`config.mk`:
```
export PLATFORM = sky130hd
export DESIGN_NAME = csv_record_field_parser
export DESIGN_NICKNAME = d
export VERILOG_FILES = /design/src/design/csv_rfp_pkg.sv /design/src/design/csv_record_field_parser.sv /design/src/design/csv_rfp_step.sv /design/src/design/csv_rfp_outq.sv
export SDC_FILE = /design/constraint.sdc
export NUM_CORES = 1
export LEC_CHECK = 0
export BUFFER_PORTS_ARGS = -buffer_cell sky130_fd_sc_hd__buf_2
export CAP_MARGIN = 20
export CORE_MARGIN = 2
export CORE_UTILIZATION = 35
export DETAILED_ROUTE_END_ITERATION = 8
export GPL_TIMING_DRIVEN = 0
export MAX_ROUTING_LAYER = met4
export SETUP_SLACK_MARGIN = 0.2
export SLEW_MARGIN = 20
export SYNTH_ARGS = -nofsm -noshare
export SYNTH_HDL_FRONTEND = slang
export SYNTH_HIERARCHICAL = 1
export SYNTH_SLANG_ARGS = --single-unit
```
`constraint.sdc`:
```
create_clock -name clk -period 7.9 [get_ports clk]
set_input_delay 1.185 -clock clk [delete_from_list [all_inputs] [get_ports clk]]
set_output_delay 1.185 -clock clk [all_outputs]
set_load 0.05 [all_outputs]
```
`src/design/csv_rfp_pkg.sv`:
```
// Shared types, codes and constants of the CSV record field parser.
package csv_rfp_pkg;

  localparam logic [7:0] CHAR_QUOTE = 8'h22;
  localparam logic [7:0] CHAR_COMMA = 8'h2C;
  localparam logic [7:0] CHAR_CR    = 8'h0D;
  localparam logic [7:0] CHAR_LF    = 8'h0A;
  localparam logic [7:0] CHAR_NUL   = 8'h00;

  localparam logic [7:0] RECORD_LIMIT_RESET = 8'd200;
  localparam logic [7:0] LINE_LIMIT_RESET   = 8'd255;
  localparam logic [7:0] RECORD_COUNT_MAX   = 8'd255;
  localparam logic [2:0] MAX_FIELDS         = 3'd4;
  localparam logic [2:0] MIN_FIELDS_OK      = 3'd3;

  // Register indexes of the configuration port.
  localparam logic CFG_RECORD_LIMIT = 1'b0;
  localparam logic CFG_LINE_LIMIT   = 1'b1;

  // Result kinds.
  localparam logic [1:0] KIND_BYTE   = 2'd0;
  localparam logic [1:0] KIND_ACCEPT = 2'd1;
  localparam logic [1:0] KIND_DROP   = 2'd2;

  // Output queue; the depth must be a power of two.
  localparam int OQ_DEPTH = 4;
  localparam int OQ_PTR_W = $clog2(OQ_DEPTH);
  localparam int OQ_CNT_W = $clog2(OQ_DEPTH + 1);

  typedef enum logic [2:0] {
    MODE_HEADER,
    MODE_FSTART,
    MODE_PLAIN,
    MODE_QUOTED,
    MODE_AFTERQ
  } mode_t;

  typedef struct packed {
    logic [7:0] char_byte;
    logic       text_start;
    logic       clear_records;
  } in_item_t;

  typedef struct packed {
    logic [1:0] kind;
    logic [1:0] field_index;
    logic [7:0] field_byte;
    logic [2:0] fields_found;
    logic [7:0] record_number;
    logic       last;
  } result_t;

endpackage

```
`src/design/csv_record_field_parser.sv`:
```
// Top level of the CSV record field parser: input register, config, step, result queue.
//
//  Channel   Handshake            Payload
//  input     in_valid/in_ready    char_byte, text_start, clear_records
//  result    out_valid/out_ready  kind, field_index, field_byte, fields_found,
//                                 record_number, last
//  config    cfg_we               cfg_index, cfg_data
//
// One byte per cycle while the queue has room: a byte is taken into the input
// register, then updates the parse state when the queue has room for two results
// and writes its zero to two results into a four-entry queue. A byte that gives two
// results takes two reads of the output, so the queue's single read port sets the
// rate then. With an empty queue the first result reaches the output through the input
// register and the queue. Reset is synchronous; the parser starts halted until a text start.
// A stalled output fills the queue, and the input register then holds its byte.
module csv_record_field_parser
  import csv_rfp_pkg::*;
(
  input  logic       clk,
  input  logic       rst,
  input  logic       in_valid,
  output logic       in_ready,
  input  logic [7:0] char_byte,
  input  logic       text_start,
  input  logic       clear_records,
  output logic       out_valid,
  input  logic       out_ready,
  output logic [1:0] kind,
  output logic [1:0] field_index,
  output logic [7:0] field_byte,
  output logic [2:0] fields_found,
  output logic [7:0] record_number,
  output logic       last,
  input  logic       cfg_we,
  input  logic       cfg_index,
  input  logic [7:0] cfg_data
);

  logic [7:0] record_limit;
  logic [7:0] line_limit;
  in_item_t   item;
  logic       item_valid;
  logic       adv;
  logic       room_two;
  result_t    res0, res1, out_item;
  logic [1:0] res_count;

  always_ff @(posedge clk) begin
    if (rst) begin
      record_limit <= RECORD_LIMIT_RESET;
      line_limit <= LINE_LIMIT_RESET;
    end else if (cfg_we) begin
      case (cfg_index)
        CFG_RECORD_LIMIT: record_limit <= cfg_data;
        CFG_LINE_LIMIT:   line_limit <= cfg_data;
        default:          record_limit <= record_limit;
      endcase
    end
  end

  assign adv      = item_valid && room_two;
  assign in_ready = !item_valid || adv;

  always_ff @(posedge clk) begin
    if (rst) begin
      item_valid <= 1'b0;
    end else if (in_ready) begin
      item_valid <= in_valid;
    end
  end

  always_ff @(posedge clk) begin
    if (in_valid && in_ready) begin
      item.char_byte <= char_byte;
      item.text_start <= text_start;
      item.clear_records <= clear_records;
    end
  end

  csv_rfp_step u_step (
    .clk          (clk),
    .rst          (rst),
    .adv          (adv),
    .item         (item),
    .record_limit (record_limit),
    .line_limit   (line_limit),
    .res0         (res0),
    .res1         (res1),
    .res_count    (res_count)
  );

  csv_rfp_outq u_outq (
    .clk        (clk),
    .rst        (rst),
    .push_count (adv ? res_count : 2'd0),
    .wr0        (res0),
    .wr1        (res1),
    .room_two   (room_two),
    .out_valid  (out_valid),
    .out_ready  (out_ready),
    .out_item   (out_item)
  );

  assign kind          = out_item.kind;
  assign field_index   = out_item.field_index;
  assign field_byte    = out_item.field_byte;
  assign fields_found  = out_item.fields_found;
  assign record_number = out_item.record_number;
  assign last          = out_item.last;

endmodule

```
`src/design/csv_rfp_step.sv`:
```
// Parser state registers and the per-byte update that yields up to two results.
module csv_rfp_step
  import csv_rfp_pkg::*;
(
  input  logic       clk,
  input  logic       rst,
  input  logic       adv,
  input  in_item_t   item,
  input  logic [7:0] record_limit,
  input  logic [7:0] line_limit,
  output result_t    res0,
  output result_t    res1,
  output logic [1:0] res_count
);

  mode_t      mode, mode_next;
  logic [2:0] field_count, field_count_next;
  logic [7:0] line_length, line_length_next;
  logic [7:0] record_count, record_count_next;
  logic       halted, halted_next;

  logic    emit_byte;
  logic    emit_end;
  result_t byte_res;
  result_t end_res;
  logic    ok;
  logic [7:0] c;

  always_comb begin
    c = item.char_byte;
    mode_next = mode;
    field_count_next = field_count;
    line_length_next = line_length;
    record_count_next = record_count;
    halted_next = halted;
    emit_byte = 1'b0;
    emit_end = 1'b0;
    byte_res = '0;
    end_res = '0;
    ok = 1'b0;

    if (item.text_start) begin
      mode_next = MODE_HEADER;
      field_count_next = '0;
      line_length_next = '0;
      halted_next = 1'b0;
      if (item.clear_records) begin
        record_count_next = '0;
      end
    end

    byte_res.kind = KIND_BYTE;
    byte_res.field_byte = c;

    if (!halted_next) begin
      if (mode_next == MODE_HEADER) begin
        if (c == CHAR_NUL) begin
          halted_next = 1'b1;
        end else if (c == CHAR_LF) begin
          mode_next = MODE_FSTART;
        end
      end else if (c == CHAR_NUL || c == CHAR_CR || c == CHAR_LF) begin
        if (line_length_next != 8'd0) begin
          emit_end = 1'b1;
        end
        if (c == CHAR_NUL) begin
          halted_next = 1'b1;
        end
      end else if (line_length_next == 8'd0 && record_count_next >= record_limit) begin
        halted_next = 1'b1;
      end else begin
        line_length_next = line_length_next + 8'd1;
        case (mode_next)
          MODE_PLAIN: begin
            if (c == CHAR_COMMA) begin
              mode_next = MODE_FSTART;
            end else begin
              emit_byte = 1'b1;
            end
          end
          MODE_QUOTED: begin
            if (c == CHAR_QUOTE) begin
              mode_next = MODE_AFTERQ;
            end else begin
              emit_byte = 1'b1;
            end
          end
          default: begin
            // A comma right after a closing quote only separates fields.
            if (mode_next == MODE_AFTERQ && c == CHAR_COMMA) begin
              mode_next = MODE_FSTART;
            end else if (field_count_next >= MAX_FIELDS) begin
              mode_next = MODE_FSTART;
            end else begin
              field_count_next = field_count_next + 3'd1;
              if (c == CHAR_QUOTE) begin
                mode_next = MODE_QUOTED;
              end else if (c == CHAR_COMMA) begin
                mode_next = MODE_FSTART;
              end else begin
                mode_next = MODE_PLAIN;
                emit_byte = 1'b1;
              end
            end
          end
        endcase
        if (line_length_next >= line_limit) begin
          emit_end = 1'b1;
        end
      end
    end

    byte_res.field_index = 2'(field_count_next - 3'd1);
    byte_res.record_number = record_count_next;

    if (emit_end) begin
      ok = (field_count_next >= MIN_FIELDS_OK);
      end_res.kind = ok ? KIND_ACCEPT : KIND_DROP;
      end_res.fields_found = field_count_next;
      end_res.record_number = record_count_next;
      if (ok && record_count_next != RECORD_COUNT_MAX) begin
        record_count_next = record_count_next + 8'd1;
      end
      field_count_next = '0;
      line_length_next = '0;
      mode_next = MODE_FSTART;
    end
    end_res.last = 1'b1;
    byte_res.last = !emit_end;

    res0 = emit_byte ? byte_res : end_res;
    res1 = end_res;
    res_count = {1'b0, emit_byte} + {1'b0, emit_end};
  end

  always_ff @(posedge clk) begin
    if (rst) begin
      mode <= MODE_HEADER;
      field_count <= '0;
      line_length <= '0;
      record_count <= '0;
      halted <= 1'b1;
    end else if (adv) begin
      mode <= mode_next;
      field_count <= field_count_next;
      line_length <= line_length_next;
      record_count <= record_count_next;
      halted <= halted_next;
    end
  end

`ifndef SYNTHESIS
  a_fields_bounded: assert property (@(posedge clk) disable iff (rst)
    field_count <= MAX_FIELDS)
    else $error("field count above four");
  a_halted_silent: assert property (@(posedge clk) disable iff (rst)
    adv && halted && !item.text_start |-> res_count == 2'd0)
    else $error("halted parser produced a result");
  a_reset_header: assert property (@(posedge clk)
    rst |=> mode == MODE_HEADER && halted)
    else $error("parser not in header skip after reset");
`endif

endmodule

```
`src/design/csv_rfp_outq.sv`:
```
// Small result queue that takes up to two results per cycle and gives one while out_ready is high.
module csv_rfp_outq
  import csv_rfp_pkg::*;
(
  input  logic       clk,
  input  logic       rst,
  input  logic [1:0] push_count,
  input  result_t    wr0,
  input  result_t    wr1,
  output logic       room_two,
  output logic       out_valid,
  input  logic       out_ready,
  output result_t    out_item
);

  result_t              mem [OQ_DEPTH];
  logic [OQ_PTR_W-1:0]  wr_ptr;
  logic [OQ_PTR_W-1:0]  rd_ptr;
  logic [OQ_CNT_W-1:0]  count;
  logic                 pop;

  assign out_valid = (count != '0);
  assign out_item  = mem[rd_ptr];
  assign pop       = out_valid && out_ready;
  assign room_two  = (count <= OQ_CNT_W'(OQ_DEPTH - 2)) ||
                     (pop && count == OQ_CNT_W'(OQ_DEPTH - 1));

  always_ff @(posedge clk) begin
    if (push_count != 2'd0) begin
      mem[wr_ptr] <= wr0;
    end
    if (push_count == 2'd2) begin
      mem[wr_ptr + OQ_PTR_W'(1)] <= wr1;
    end
  end

  always_ff @(posedge clk) begin
    if (rst) begin
      wr_ptr <= '0;
      rd_ptr <= '0;
      count <= '0;
    end else begin
      wr_ptr <= wr_ptr + OQ_PTR_W'(push_count);
      rd_ptr <= rd_ptr + OQ_PTR_W'(pop);
      count <= count + OQ_CNT_W'(push_count) - OQ_CNT_W'(pop);
    end
  end

`ifndef SYNTHESIS
  a_count_bounded: assert property (@(posedge clk) disable iff (rst)
    count <= OQ_CNT_W'(OQ_DEPTH))
    else $error("result queue count above depth");
  a_no_overflow: assert property (@(posedge clk) disable iff (rst)
    push_count != 2'd0 |->
      ({1'b0, count} + (OQ_CNT_W + 1)'(push_count) - (OQ_CNT_W + 1)'(pop))
        <= (OQ_CNT_W + 1)'(OQ_DEPTH))
    else $error("result queue overflow");
  a_pop_moves_ptr: assert property (@(posedge clk) disable iff (rst)
    pop |=> rd_ptr == $past(rd_ptr) + OQ_PTR_W'(1))
    else $error("read pointer did not advance on pop");
`endif

endmodule
```
[After elaboration in Yosys (flattened, before gate mapping)]
Memory sizes are Yosys's and may differ from the RTL's. A register that Yosys moved wholly into a read port is not among the register bits.
Cells that the tools add are included.
W data, S select, Z words.
Word-level totals
  output and inout port bits: 26
  bits in read-only memories: 0
  bits in registers: 57
  memories: 1
  RAM bits: 96
  word-level logic and storage cells: 129
  bits in latches: 0
  input bits: 24
Memory list
  u_outq.mem: depth 4, bits a word 24, read ports 1, clocked after Yosys merged registers in 1, write ports 2, line csv_rfp_outq.sv:16  | result_t mem [OQ_DEPTH];
Operators by class
  mux-type cells: 66
  add/sub/neg operators: 10
  equality and inequality tests: 10
  reductions and logical operators: 22
  $lt $le $gt $ge: 5
  $mul: 0
  shift-type cells: 0
  div/mod/pow operators: 0
  bitwise logic cells: 1
Operator list (count)
  $mux W8: 10
  $mux W3: 22
  $mux W1: 25
  $mux W24: 1
  $add A8 B1 Y8 const B: 2
  $eq A8 B4 Y1 const B: 2
  $eq A8 B6 Y1 const B: 2
  $ge A8 B8 Y1: 2
  $logic_not A8 Y1: 2
  $mux W11: 1
  $mux W2: 5
  $eq A3 B2 Y1 const B: 3
  $ne A8 B8 Y1 const B: 1
  $reduce_bool A8 Y1: 1
  $logic_and A1 B1 Y1: 7
  $pmux W3 S2: 1
  $logic_or A1 B1 Y1: 4
  $reduce_and A2 Y1: 2
  $add A3 B1 Y3 const B: 1
  $add A3 B2 Y3: 1
  $eq A3 B3 Y1 const B: 1
  $ge A3 B2 Y1 const B: 1
  $ge A3 B3 Y1 const B: 1
  $le A3 B2 Y1 const B: 1
  14 further kinds: 15

[Logic depth before layout (Yosys ltp)]
Gate-level depths: netlist of run 1.
  word-level depth: 15
  mapped depth: 22
  mapped depth without buffers: 21

[Modules after synthesis]
Netlist of run 1, hierarchy kept.
By module, submodules not included
  csv_rfp_outq: instances 1, sequential area each 3022.9 um2, area an instance 5215.0 um2, cells an instance 278
  csv_rfp_step: instances 1, sequential area each 460.4 um2, area an instance 2571.2 um2, cells an instance 362
  csv_record_field_parser: instances 1, sequential area each 640.6 um2, area an instance 1013.5 um2, cells an instance 81

[Worst setup path before layout of run 1]
No wires, ideal clock.
  path kind: register to register
  start point: register, netlist name item[1]
  end point: memory u_outq/mem[0][0] in the netlist's numbering, enable pin
  arrival time: 6235 ps
  required time: 7410 ps
  library setup time: 490 ps
  cell stages (with the launch flop): 15
  period minus slack after synthesis: 6725 ps
  path slack: 1175 ps
  path buffers: 2
  cell sequence: edfxtp_1 > buf_2 > nand2_1 > nand2_1 > ha_1 > nand2b_1 > a2111oi_1 > o31ai_1 > a21oi_1 > nor2b_1 > clkbuf_1 > ha_1 > and3_1 > inv_1 > o311ai_0
RTL lines (line)
  to (decl): csv_rfp_outq.sv:16

==> results of run 1 <==
per-layer routing:
layer	routed length (um)	global-route usage, %	up-vias
li1	-	-	2852
met1	9420	20.9	2835
met2	9600	26.0	128
met3	785	2.50	17
met4	199	4.02	0
met5	0	-	-
power breakdown:
part	switching (mW)	internal, mW	total (mW)
registers	0.0174	0.870	0.887
clock network	0.349	0.439	0.788
logic	0.304	0.170	0.474
per-stage QoR:
step | setup TNS (ns) | hold slack, ns
2_1_floorplan | 0 | 0.435
3_3_place_gp | -53.79 | 0.448
3_5_place_dp | 0 | 0.449
4_1_cts | 0 | 0.465
5_1_grt | 0 | 0.484
6_report | 0 | 0.467
flip-flops by register name, indices dropped and copies added (netlist names):
signal,flops
u_step/line_length,8
u_step/record_count,8
u_outq/count,3
record_limit,8
line_limit,8
u_outq/rd_ptr,2
item_valid,1
u_step/halted,1
u_step/mode,3
u_outq/mem,96
item,10
u_outq/wr_ptr,2
u_step/field_count,3
cell families after synthesis:
logic type               Yosys count  synth area share [%]
adder cells (fa/ha/maj)           29                  4.21
multiplexers                     134                  21.1
AND/OR/NAND/NOR                  210                  13.2
AO/OA/AOI/OAI                     93                  7.82
other                              2                0.0853
flip-flops                       153                  46.9
buffers and inverters             89                  5.33
XOR/XNOR                          11                  1.42
path summary, 6_finish.rpt:
| kind | slack [ns] | end | startpoint | cells past startpoint |
|---|---|---|---|---|
| max | 1.80 | u_outq/mem[0][13]$_DFFE_PP_ | item[1]$_DFFE_PP_ | 18 |
| min | 0.47 | line_limit[2]$_SDFFE_PP1P_ | line_limit[2]$_SDFFE_PP1P_ | 1 |
| max reg2reg | 1.80 | u_outq/mem[0][13]$_DFFE_PP_ | item[1]$_DFFE_PP_ | 18 |
| min reg2reg | 0.47 | line_limit[2]$_SDFFE_PP1P_ | line_limit[2]$_SDFFE_PP1P_ | 1 |
worst reg2reg max path: stages, from the launching register on:
cell and delay [ns]:
edfxtp_1 0.39, buf_2 0.20, nand2_1 0.26, nand2_1 0.24, ha_1 0.32, nand2b_1 0.15
a2111oi_1 0.52, o31ai_1 0.26, a21oi_1 0.75, nor2b_1 0.31, clkbuf_1 0.32, ha_1 0.30
and3_1 0.31, nand4b_2 0.42, buf_2 0.33, o311ai_2 0.16, buf_4 0.25, buf_4 0.16
buf_4 0.17
synth_stat cells (11+ instances only):
library cell  count  share of area (%)
dfxtp_1          47                 11
a21oi_1          18                1.0
nand2b_1         13               0.92
ha_1             28                4.0
mux2i_1          11                1.3
mux4_2           24                6.1
mux2_2           74                9.5
mux2_4           24                4.1
edfxtp_1        106                 36
nand2_1          34                1.5
nor2b_1          14                1.0
buf_4            12                1.0
buf_2            12               0.68
inv_1            41                1.7
nor2_1           69                2.9
and2_1           13               0.92
cell type report:
type,count,area share [%]
flip-flops and latches,153,40.5
plain buffers,47,3.06
inverters,42,1.55
clock buffers,17,4.18
well taps,330,4.05
repair buffers,56,3.44
multi-input cells,488,41.9
clock inverters,15,1.35
==> summary.md, run 1 <==
| Metric | Value |
|---|---|
| Outcome | finished clean |
| 1st-iter DRT viols | 366 |
| Setup ws final | about 1.8 ns |
| Initial antenna violation count | 0 |
| Std-Cell Rows | 58 |
| H-tree depth | 4 |
| CTS tree | done |
| Commonest cells after routing, fill and taps aside | 106 x edfxtp_1, 74 x mux2_2, 68 x nor2_1 |
| Crit path max-delay family | simple AND/OR/NAND/NOR gates |
| Post-synth top flop | edfxtp_1 |
| Remaining DRCs | 0 |
| First-pass GRT wire length | ~31 mm |
| Util after Layout | approximately 41% |
| WP data arrival | just over 6 ns |
| CTS Sinks | ~150 |
| Yosys reg bits | about 150 |
| Worst-path cell with the longest stage delay | a21oi_1 |
| Async S/R FF share, synth | 0% |
| Post-synth EDFFs | about 110 |
| Setup WS pre-CTS | 1.80 ns |
| Clock Latency Late Sink | around 0.42 ns |
| Post-route insts no fill | between 1,000 and 1,500 |
| HP Class | register to register |
| Ys Warns | 6 |
| Antenna viol nets, final | 0 |
| Die ar. | 0.0264 mm2 |
| Crit start category | register |
| RSZ-0062 raised after global routing | no |
| Max capacitance violation total | 0 |
| Final Cell Area | approximately 0.010 mm2 |
| Wire length per cell | between 15 and 20 um |
| Max_slew headroom | around 42% |
| GP Congestion | a little over 0.8 |
| Placeable Area | 0.0250 mm2 |
| Gr ovfl total | 0 |
| Syn Std Cell Area | 0.00880 mm2 |
| Crit-path cells | buf_2, nand2_1, nand2_1, ha_1, nand2b_1, a2111oi_1, o31ai_1, a21oi_1, nor2b_1, clkbuf_1, ha_1, and3_1, nand4b_2, buf_2, o311ai_2, buf_4, buf_4, buf_4 |
| Critical Path End Type | register |
| Syn avg cell area | roughly 12 um2 |
| WP buf/inv | 6 |
| DP Area | around 0.0096 mm2 |
| Synth-to-layout area growth | 15.7% |
| Detailed Route WL | ~20 mm |
| Via density per instance | a little over 5 |
| Commonest non-fill, non-tap cell in the layout | edfxtp_1 |
| Leakage | 3.93 nW |
| DP HPWL | approximately 14 mm |
| CTS Buf Count | 17 |
| Required time worst endpoint | 8.03 ns |
| Largest net degree at the start of global routing | 23 |
| Placed insts | about 1,100 |
| PnR Total Power | around 2.1 mW |
| Layout cell share with drive strength beyond 1 | between 30% and 40% |
| Vias in the first global route | ~5,800 |
| Final setup fails | 0 |
| PortBufs | slightly below 50 |
| Power Dens Cells | about 210 mW/mm2 |
| CTS Buffer Depth | 2 |
| Reg clk slew, reported paths | around 0.070 ns |
| Worst Clk Skew | just over 0.01 ns |
| Largest stage delay, worst path | 0.75 ns |
| Antenna fix cells | 0 |
| Number of hold buffers added after CTS | 0 |
| Worst-Margin Slew | about 0.87 ns |
| DRT Pass-1 Iters | 7 |
| Peak supply drop | between 0.0001 and 0.00015 V |
| All-layer global routing usage | 16.0% |
| Fill count | 2,370 |
| Total number of vias | 5,832 |
| Fin crit share | roughly 77% |
| Setup Crit Path Kind | register to register |
| Setup bufs post-CTS | 0 |
| Die H | about 160 um |
| Multi-input gate area | 0.00426 mm2 |
| Worst-path maximum fanout | 11 |
| Initial core utilization | about a third |
| Final Critical Period | slightly above 6 ns |
| Die width | approximately 160 um |
| Cell repeated most along the worst path | buf_4 |
| Area occupied by registers | approximately 0.0041 mm2 |
| Ports | 50 |
| Number of nets in the layout | 858 |
| Max Slew Vio Count | 0 |
| Final Hold Vio Count | 0 |
| Post-CTS Resized | 0 |
| Fmax | ~0.16 GHz |
| Sequential-to-total area share from yosys stat | between 40% and 50% |
| Syn Inst Count | roughly 720 |
| Yosys cell types | 80 |
| Clock root buffer | clkbuf_16 |
Note: power is estimated with default switching activity, not from simulation.
==> inputs of run 2 (changes only) <==
==> constraint.sdc (replaced) <==
create_clock -name clk -period 6.3 [get_ports clk]
set_input_delay 0.945 -clock clk [delete_from_list [all_inputs] [get_ports clk]]
set_output_delay 0.945 -clock clk [all_outputs]
set_load 0.05 [all_outputs]
==> run 2 against run 1 <==
  * Sequential share of layout area shrank 0.099 points
  * Highest routed layer unchanged
  * Largest cell class unchanged
  * Non-clock buffer count is 2 lower
  * First-iteration DRC count increased by 22%
  * Wire length up 0.31%
==> summary.md, run 2 (same netlist as run 1, synthesis figures left out) <==
| Metric | Value |
|---|---|
| HP Class | register to register |
| DRT Pass-1 Iters | 6 (-1) |
| Die width | 163 um (unchanged) |
| Clock root buffer | clkbuf_16 |
| Antenna fix cells | 0 (unchanged) |
| Largest net degree at the start of global routing | 22 (-4.3%) |
| Initial core utilization | 35.2% (unchanged) |
| DP Area | 0.00963 mm2 (about the same) |
| Post-route setup TNS | 0 ns (unchanged) |
| Final Critical Period | 5.73 ns (-0.374 ns) |
| Max capacitance violation total | 0 (unchanged) |
| Wire length per cell | 17.5 um (+0.57%) |
| Commonest cells after routing, fill and taps aside | 106 x edfxtp_1, 74 x mux2_2, 68 x nor2_1 |
| Total number of vias | 5,858 (+0.45%) |
| Util after Layout | 40.9% (+0.10 points) |
| Power Dens Cells | 267 mW/mm2 (+27%) |
| Layout cell share with drive strength beyond 1 | 31.5% (about the same) |
| Gr ovfl total | 0 (unchanged) |
| Antenna viol nets, final | 0 (unchanged) |
| Number of hold buffers added after CTS | 0 (unchanged) |
| Outcome | finished clean |
| First-pass GRT wire length | 31.9 mm (+1.3%) |
| CTS tree | done |
| Detailed Route WL | 20.1 mm (+0.31%) |
| Logic gate share of total power | 21.8% (-0.2 points) |
| Fin crit share | 90.9% (+14 points) |
| Std-Cell Rows | 58 (unchanged) |
| Vias in the first global route | 5,820 (+1.1%) |
| Die H | 163 um (unchanged) |
| Placed insts | 1,114 (-0.18%) |
| Max_slew headroom | 52.3% (+10 points) |
| RSZ-0062 raised after global routing | no |
| Setup bufs post-CTS | 0 (unchanged) |
| WP data arrival | 5.90 ns (-0.33 ns) |
| H-tree depth | 4 (unchanged) |
| Initial antenna violation count | 0 (unchanged) |
| Final Hold Vio Count | 0 (unchanged) |
| Top Registers | u_outq/mem x96, item x10 |
| Final setup fails | 0 (unchanged) |
| Clock power frac | 37.3% (+0.6 points) |
| Leakage | 3.93 nW (about the same) |
| Post-route insts no fill | 1,145 (-0.26%) |
| Top reg by flops | u_outq/mem |
| Fmax | 0.175 GHz (+6.5%) |
| CTS Buffer Depth | 2 (unchanged) |
| Ports | 50 (unchanged) |
| Max Slew Vio Count | 0 (unchanged) |
| Peak supply drop | 0.000141 V (+23%) |
| Internal Pwr Total | 1.89 mW (+28%) |
| Crit start category | register |
| Sequential Power Share | 40.8% (-0.5 points) |
| Placeable Area | 0.0250 mm2 (unchanged) |
| Synth-to-layout area growth | 16.0% |
| Psw | 0.836 mW (+25%) |
| PortBufs | 49 (unchanged) |
| CTS Buf Count | 17 (unchanged) |
| Reg clk slew, reported paths | 0.06 ns (about the same) |
| Worst Clk Skew | 0.00937 ns (-0.000876 ns) |
| All-layer global routing usage | 16.2% (+0.21 points) |
| Final Cell Area | 0.0102 mm2 (+0.25%) |
| Net Sw Frac | 30.6% (-0.54 points) |
| Clock Latency Late Sink | 0.42 ns (about the same) |
| Number of nets in the layout | 856 (-0.23%) |
| DP HPWL | 14.0 mm (-0.53%) |
| Worst-Margin Slew | 0.710 ns (-0.157 ns) |
| Required time worst endpoint | 6.47 ns (-1.56 ns) |
| Remaining DRCs | 0 (unchanged) |
| Die ar. | 0.0264 mm2 (unchanged) |
| Setup Crit Path Kind | register to register |
| Critical Path End Type | register |
| Worst-path maximum fanout | 18 (+7) |
| Largest register FFs | 96 (unchanged) |
| CTS Sinks | 153 (unchanged) |
| Via density per instance | 5.12 (+0.71%) |
| Commonest non-fill, non-tap cell in the layout | edfxtp_1 |
| GP Congestion | 0.831 (+0.27%) |
| 1st-iter DRT viols | 448 (+22%) |
-- run 2: power by group through the flow --
stage | registers (mW) | logic, mW | clock network [mW]
after floorplan | 1.13 | 0.481 | 0
after global placement | 1.13 | 0.599 | 0
after detailed placement | 1.13 | 0.604 | 0
after CTS | 1.11 | 0.606 | 1.04
after global routing | 1.12 | 0.641 | 1.08
final | 1.11 | 0.595 | 1.02
-- run 2: per-layer routing --
metal  wire (um)  track usage, %
met5           0               -
met4         232            4.95
met3         763            2.34
met2        9570            25.8
met1        9500            21.4
-- run 2: cell type report --
cell class              count  area, um2
flip-flops and latches    153       4120
clock inverters            13        148
plain buffers              47        312
fillers                  2401      14800
repair buffers             54        347
inverters                  42        158
clock buffers              18        429
multi-input cells         488       4280
well taps                 330        413
-- run 2: repair_timing --
item / in CTS / in global routing
resized for setup: 0 / 2
endpoints found under the setup margin: 0 / 83
endpoints found under the hold margin: 0 / 0
-- run 2: worst paths after layout --
kind	from	end	slack [ns]	cells after the start
setup / recovery	item[1]$_DFFE_PP_	u_outq/mem[2][1]$_DFFE_PP_	0.57	21
hold / removal	line_limit[5]$_SDFFE_PP1P_	line_limit[5]$_SDFFE_PP1P_	0.46	1
setup reg to reg	item[1]$_DFFE_PP_	u_outq/mem[2][1]$_DFFE_PP_	0.57	21
hold reg to reg	line_limit[5]$_SDFFE_PP1P_	line_limit[5]$_SDFFE_PP1P_	0.46	1
-- run 2: critical path: stages, from the launching register on --
cell and delay, ns:
edfxtp_1 0.39, buf_2 0.20, buf_1 0.28, nor2b_1 0.22
ha_1 0.25, nand3_1 0.18, or3_1 0.44, xor2_1 0.20
nor2_1 0.06, ha_1 0.30, a21oi_1 0.15, nor2b_1 0.08
or4_1 0.46, nand2_1 0.20, inv_2 0.16, ha_1 0.31
and3_2 0.32, and4bb_1 0.26, buf_6 0.14, buf_6 0.16
a311o_2 0.50, buf_16 0.22
-- run 2: metrics by stage --
step	hold slack, ns	setup slack (ns)	total power [mW]
3_3_place_gp	0.447	-1.85	1.73
5_1_grt	0.473	0.240	2.84
3_5_place_dp	0.450	0.449	1.74
2_1_floorplan	0.435	0.586	1.61
4_1_cts	0.465	0.415	2.75
6_report	0.464	0.574	2.73
